## src/rtl/kst_pkg.sv

```systemverilog
`default_nettype none

package kst_pkg;

   localparam int KEY_W         = 32;
   localparam int SLOT_W        = 4;
   localparam int SLOTS_DEFAULT = 16;

   typedef enum logic [1:0] {
      OP_ADD    = 2'd0,
      OP_LOOKUP = 2'd1,
      OP_DELETE = 2'd2,
      OP_CLEAR  = 2'd3
   } op_type;

   typedef enum logic [1:0] {
      STAT_OK   = 2'd0,
      STAT_DUP  = 2'd1,
      STAT_FULL = 2'd2,
      STAT_MISS = 2'd3
   } status_type;

   typedef enum logic {
      ST_IDLE,
      ST_SCAN
   } state_type;

   typedef struct packed {
      op_type                   operation;
      logic signed [KEY_W-1:0]  key;
   } req_type;

   typedef struct packed {
      status_type          status;
      logic [SLOT_W-1:0]   slot;
   } rsp_type;

endpackage

`default_nettype wire

```

## src/rtl/kst_key_ram.sv

```systemverilog
`default_nettype none

module kst_key_ram #(
   parameter int DEPTH = kst_pkg::SLOTS_DEFAULT,
   parameter int AW    = $clog2(kst_pkg::SLOTS_DEFAULT)
) (
   input  wire logic                     clock,
   input  wire logic                     wr_en,
   input  wire logic [AW-1:0]            wr_addr,
   input  wire logic [kst_pkg::KEY_W-1:0] wr_data,
   input  wire logic [AW-1:0]            rd_addr,
   output logic [kst_pkg::KEY_W-1:0]      rd_data
);
   import kst_pkg::*;

   logic [KEY_W-1:0] mem [DEPTH];

   always_ff @(posedge clock) begin
      if (wr_en) begin
         mem[wr_addr] <= wr_data;
      end
   end

   always_ff @(posedge clock) begin
      rd_data <= mem[rd_addr];
   end

endmodule

`default_nettype wire

```

## src/rtl/keyed_slot_table.sv

```systemverilog
`default_nettype none

// Keyed slot table: a request (add, lookup, delete, clear) is taken when start is high and
// busy is low. Keys sit in a single-port-read key memory that is swept one slot per cycle,
// lowest index first, for add, lookup and delete: the sweep stops at the first valid slot
// with a matching key, otherwise runs through all SLOTS slots. Clear needs no sweep.
// Each request gives exactly one result, shown for one cycle with
// rsp_valid high; the receiver cannot stall it, so it must take every result as it comes.
// Valid bits live in flip-flops and reset clears them at once, with no clearing pass.

module keyed_slot_table #(
   parameter int SLOTS = kst_pkg::SLOTS_DEFAULT
) (
   input  wire logic             clock,
   input  wire logic             reset,
   input  wire logic             start,
   output logic                  busy,
   input  wire kst_pkg::req_type req,
   output logic                  rsp_valid,
   output kst_pkg::rsp_type      rsp
);
   import kst_pkg::*;

   localparam int IDX_W = $clog2(SLOTS);
   localparam logic [IDX_W-1:0] LAST_IDX = IDX_W'(SLOTS - 1);

   state_type          state_ff, state_in;
   op_type             op_ff;
   logic [KEY_W-1:0]   key_ff;
   logic [IDX_W-1:0]   addr_ff;
   logic               free_found_ff;
   logic [IDX_W-1:0]   free_idx_ff;
   logic [SLOTS-1:0]   valid_ff;
   logic               rsp_valid_ff;
   rsp_type            rsp_ff;

   logic               accept;
   logic [IDX_W-1:0]   rd_addr;
   logic [KEY_W-1:0]   rd_data;
   logic               cur_valid;
   logic               cur_match;
   logic               cur_free;
   logic               finish;
   logic               have_free;
   logic [IDX_W-1:0]   free_sel;
   logic               wr_en;
   status_type         res_status;
   logic [IDX_W-1:0]   res_idx;
   logic [IDX_W+SLOT_W-1:0] res_ext;

   kst_key_ram #(
      .DEPTH (SLOTS),
      .AW    (IDX_W)
   ) u_key_ram (
      .clock   (clock),
      .wr_en   (wr_en),
      .wr_addr (free_sel),
      .wr_data (key_ff),
      .rd_addr (rd_addr),
      .rd_data (rd_data)
   );

   assign busy   = (state_ff != ST_IDLE);
   assign accept = start && !busy;

   // next state
   always_comb begin
      state_in = state_ff;
      case (state_ff)
         ST_IDLE: begin
            if (accept && req.operation != OP_CLEAR) begin
               state_in = ST_SCAN;
            end
         end
         ST_SCAN: begin
            if (finish) begin
               state_in = ST_IDLE;
            end
         end
         default: state_in = ST_IDLE;
      endcase
   end

   // scan datapath and result
   always_comb begin
      rd_addr    = accept ? '0 : addr_ff + 1'b1;
      cur_valid  = valid_ff[addr_ff];
      cur_match  = cur_valid && (rd_data == key_ff);
      cur_free   = !cur_valid;
      finish     = (state_ff == ST_SCAN) && (cur_match || addr_ff == LAST_IDX);
      have_free  = free_found_ff || cur_free;
      free_sel   = free_found_ff ? free_idx_ff : addr_ff;
      res_status = STAT_OK;
      res_idx    = '0;
      case (op_ff)
         OP_ADD: begin
            if (cur_match) begin
               res_status = STAT_DUP;
            end else if (have_free) begin
               res_idx = free_sel;
            end else begin
               res_status = STAT_FULL;
            end
         end
         OP_LOOKUP, OP_DELETE: begin
            if (cur_match) begin
               res_idx = addr_ff;
            end else begin
               res_status = STAT_MISS;
            end
         end
         default: begin
            res_status = STAT_OK;
         end
      endcase
      res_ext = {{SLOT_W{1'b0}}, res_idx};
      wr_en   = finish && op_ff == OP_ADD && !cur_match && have_free;
   end

   always_ff @(posedge clock) begin
      if (reset) begin
         state_ff     <= ST_IDLE;
         valid_ff     <= '0;
         rsp_valid_ff <= 1'b0;
      end else begin
         state_ff     <= state_in;
         rsp_valid_ff <= (accept && req.operation == OP_CLEAR) || finish;
         if (accept && req.operation == OP_CLEAR) begin
            valid_ff <= '0;
         end else if (wr_en) begin
            valid_ff[free_sel] <= 1'b1;
         end else if (finish && op_ff == OP_DELETE && cur_match) begin
            valid_ff[addr_ff] <= 1'b0;
         end
      end
   end

   always_ff @(posedge clock) begin
      if (accept) begin
         op_ff         <= req.operation;
         key_ff        <= $unsigned(req.key);
         addr_ff       <= '0;
         free_found_ff <= 1'b0;
      end else if (state_ff == ST_SCAN) begin
         addr_ff <= addr_ff + 1'b1;
         if (cur_free && !free_found_ff) begin
            free_found_ff <= 1'b1;
            free_idx_ff   <= addr_ff;
         end
      end
      if (accept && req.operation == OP_CLEAR) begin
         rsp_ff.status <= STAT_OK;
         rsp_ff.slot   <= '0;
      end else begin
         rsp_ff.status <= res_status;
         rsp_ff.slot   <= res_ext[SLOT_W-1:0];
      end
   end

   assign rsp_valid = rsp_valid_ff;
   assign rsp       = rsp_ff;

endmodule

`default_nettype wire
```

## config.mk

```make
export PLATFORM = sky130hd
export DESIGN_NAME = keyed_slot_table
export DESIGN_NICKNAME = d
export VERILOG_FILES = /design/src/rtl/kst_pkg.sv /design/src/rtl/kst_key_ram.sv /design/src/rtl/keyed_slot_table.sv
export SDC_FILE = /design/constraint.sdc
export NUM_CORES = 1
export LEC_CHECK = 0
export ABC_AREA = 0
export BUFFER_PORTS_ARGS = -buffer_cell sky130_fd_sc_hd__buf_2
export CAP_MARGIN = 20
export CORE_MARGIN = 2
export CORE_UTILIZATION = 32
export CTS_CLUSTER_DIAMETER = 150
export DETAILED_ROUTE_END_ITERATION = 12
export HOLD_SLACK_MARGIN = 0.03
export PLACE_DENSITY = 0.52
export SLEW_MARGIN = 10
export SYNTH_ARGS = -nofsm -noshare
export SYNTH_HDL_FRONTEND = slang
export SYNTH_SLANG_ARGS = --single-unit
```

## constraint.sdc

```tcl
create_clock -name clock -period 5.02 [get_ports clock]
set_input_delay 0.502 -clock clock [delete_from_list [all_inputs] [get_ports clock]]
set_output_delay 0.502 -clock clock [all_outputs]
set_load 0.05 [all_outputs]
```

==> qor.txt <==
Final ANT Viol Nets: 0
Async SR Flop Fraction: 0%
Final period demand of the worst path: 4.063 ns
Max Cap Viol: 0
Chip height: 277.2 um
Detailed-route DRC error count: 0
Clk buf depth: 3
Fillers: 6886
RSZ-0062 raised after global routing: false
Area contributors post-synth: edfxtp_1 (69%), mux2i_1 (5.4%), dfxtp_1 (5.1%)
Post-cts gate resize count: 0
CTS buffer count: 67
Comb power frac: 10.5%
Pint: 0.008913 W
Netlist cell types: 52
Syn Inst Count: 1464
Remaining Overflow, GRT: 0
FMAX: 0.2461 GHz
Final hold slack: 0.09269 ns
Port Buffers: 44
Die Width: 277.2 um
Area leader, netlist: edfxtp_1
Switching pwr: 0.002845 W
Post-route clock period utilization: 80.93%
CTS Hold Bufs: 0
Row count: 100
Final Hold Vio Count: 0
Vias in the first global route: 13000
Mapped Nets: 1508
First-pass GRT wire length: 86.04 mm
Syn Std Cell Area: 0.02388 mm^2
Initial antenna violation count: 0
Sequential share of power: 49.6%
Die area: 0.07684 mm^2
Nets: 1571
Final Setup Violations: 0
Synth-to-Final Area Change: 15.39%
Iter 0 DRT Violations: 1018
Starting Density: 32.19%
Pleak: 8.984 nW
HPWL Detailed: 32.17 mm
CTS tree: built
Commonest non-fill, non-tap cell in the layout: edfxtp_1
Status: finished, final reports clean
Main synth FF type: edfxtp_1
Crit Path Max Fanout: 40
Largest net degree at the start of global routing: 68
All-Layer GR Usage: 15.06%
#FFs+latches synth: 611
Synth Warn #: 0
Mean Syn Cell Area: 16.31 um^2
Critical Path AT: 4.30 ns
Most frequent cells in the layout: edfxtp_1 (550), nand2_1 (141), mux2i_1 (130)
Wire per inst: 22.57 um
GP Congestion: 0.8063
CTS root buffer: clkbuf_16
Via count: 12830
Post-route clock skew: 0.01481 ns
Vias/cell: 5.033
Rel. slew slack: 30.91%
Hold crit path type: in -> reg
VDD IR max: 0.0001802 V
Ratio of cells with drive above 1 in the final layout: 15.39%
Core area: 0.07420 mm^2
Clock Latency Late Sink: 0.58 ns
Number of antenna diodes: 0
Tot Pwr: 0.01176 W
Cell Pwr Density: 426.6 mW/mm^2
Startpoint types: flip-flop
Post-CTS setup buffers: 0
Max-slew violations: 0
Clock share of power: 39.9%
Total wire length: 57.50 mm
Critical Path End Type: flip-flop
CTS clk-pin slew, worst paths: 0.06 ns
Critical Path RT: 5.26 ns
Slew @ Worst Pin: 1.036 ns
Htree depth: 3
Sw Share: 24.20%
Sequential area share after synthesis: 74.26%
Top cell type's share of synthesized area: 69.15%
Sink Count: 611
TritonRoute pass-1 iters: 5
I/O pin cnt: 45
Critical path class: reg -> reg
EDFF count, synth: 550
Setup_tns: 0 ns
## critical path, stage by stage (launching register included)
cell and delay [ns]:
dfxtp_4 0.79, ha_1 0.49, nand4_1 0.17, nor4_1 0.79, nand2_1 0.47, nor2_4 0.55, buf_4 0.44
## power by group through the flow
stage          Combinational (W)  Sequential, W  Clock, W
4_1_cts                  0.00125        0.00584   0.00480
6_report                 0.00123        0.00583   0.00470
3_5_place_dp             0.00125        0.00594         0
5_1_grt                  0.00134        0.00585   0.00501
2_1_floorplan           0.000847        0.00588         0
3_3_place_gp             0.00124        0.00594         0
## metrics by stage
stage               instances  utilization (%)  worst slack, ns  area (um^2)
CTS                      2547            37.12           0.9524        27540
detailed placement       2426            34.29           0.9713        25440
floorplan                1464                -            1.377        23880
global route             2548            37.14           0.6579        27560
finish                   2548            37.14           0.9574        27560
global placement         2423            34.18            1.017        25360
## synthesized netlist by cell type, types with 3 or more instances
cell type and number:
a211oi_1 100, a21oi_1 38, a221oi_1 12, a2bb2o_2 4, a311oi_1 32, a31oi_1 33
buf_2 21, buf_4 7, clkbuf_1 56, dfxtp_1 61, edfxtp_1 550, ha_1 7
inv_1 25, mux2i_1 130, mux4_2 34, nand2_1 144, nand2b_1 3, nand3_1 7
nand4_1 10, nor2_1 24, nor2b_1 65, nor3_1 8, o211ai_1 4, o21ai_0 16
or2_2 4, xnor2_1 33
## cell type report
class                      instances  area (um^2)  area share, %
clock buffer                      95         1886          6.842
clock inverter                    26        209.0         0.7582
inverter                          27        101.3         0.3677
multi-input combinational        739         5777          20.96
sequential                       611        17740          64.37
tap                              969         1212          4.399
timing repair buffer              81        633.1          2.297
## routing by layer
| layer | wire length (um) | vias up | part of all wire [%] | global-route usage (%) |
|---|---|---|---|---|
| met3 | 2364 | 91 | 4.1 | 2.658 |
| li1 | - | 5852 | - | - |
| met4 | 1421 | 0 | 2.5 | 4.599 |
| met2 | 27510 | 280 | 48 | 24.66 |
| met1 | 26210 | 6602 | 46 | 20.43 |
| met5 | 0 | - | 0 | 0 |
## worst paths after layout
kind         slack, ns         from  cells after the start                    to
max reg2reg       0.96   addr_ff[0]                      6  u_key_ram.mem[9][19]
min reg2reg       0.47  valid_ff[6]                      2           valid_ff[6]
max               0.96   addr_ff[0]                      6  u_key_ram.mem[9][19]
min               0.09      req[24]                      1            key_ff[24]
## registers in the layout, indices dropped and copies added, names as in the netlist
register	flops
rsp	6
free_found_ff	1
rsp_valid	1
key_ff	32
valid_ff	16
busy	1
op_ff	2
u_key_ram.mem	512
free_idx_ff	4
addr_ff	4
u_key_ram.rd_data	32
## logic make-up after synthesis
| family | count (synthesis) | synth area share (%) |
|---|---|---|
| AND/OR/NAND/NOR | 274 | 5.532 |
| buffers and inverters | 114 | 2.074 |
| adder cells (fa/ha/maj) | 7 | 0.3667 |
| XOR/XNOR | 34 | 1.247 |
| AO/OA/AOI/OAI | 257 | 7.659 |
| multiplexers | 167 | 8.859 |
| flip-flops | 611 | 74.26 |
Note: power is estimated with default switching activity, not from simulation.
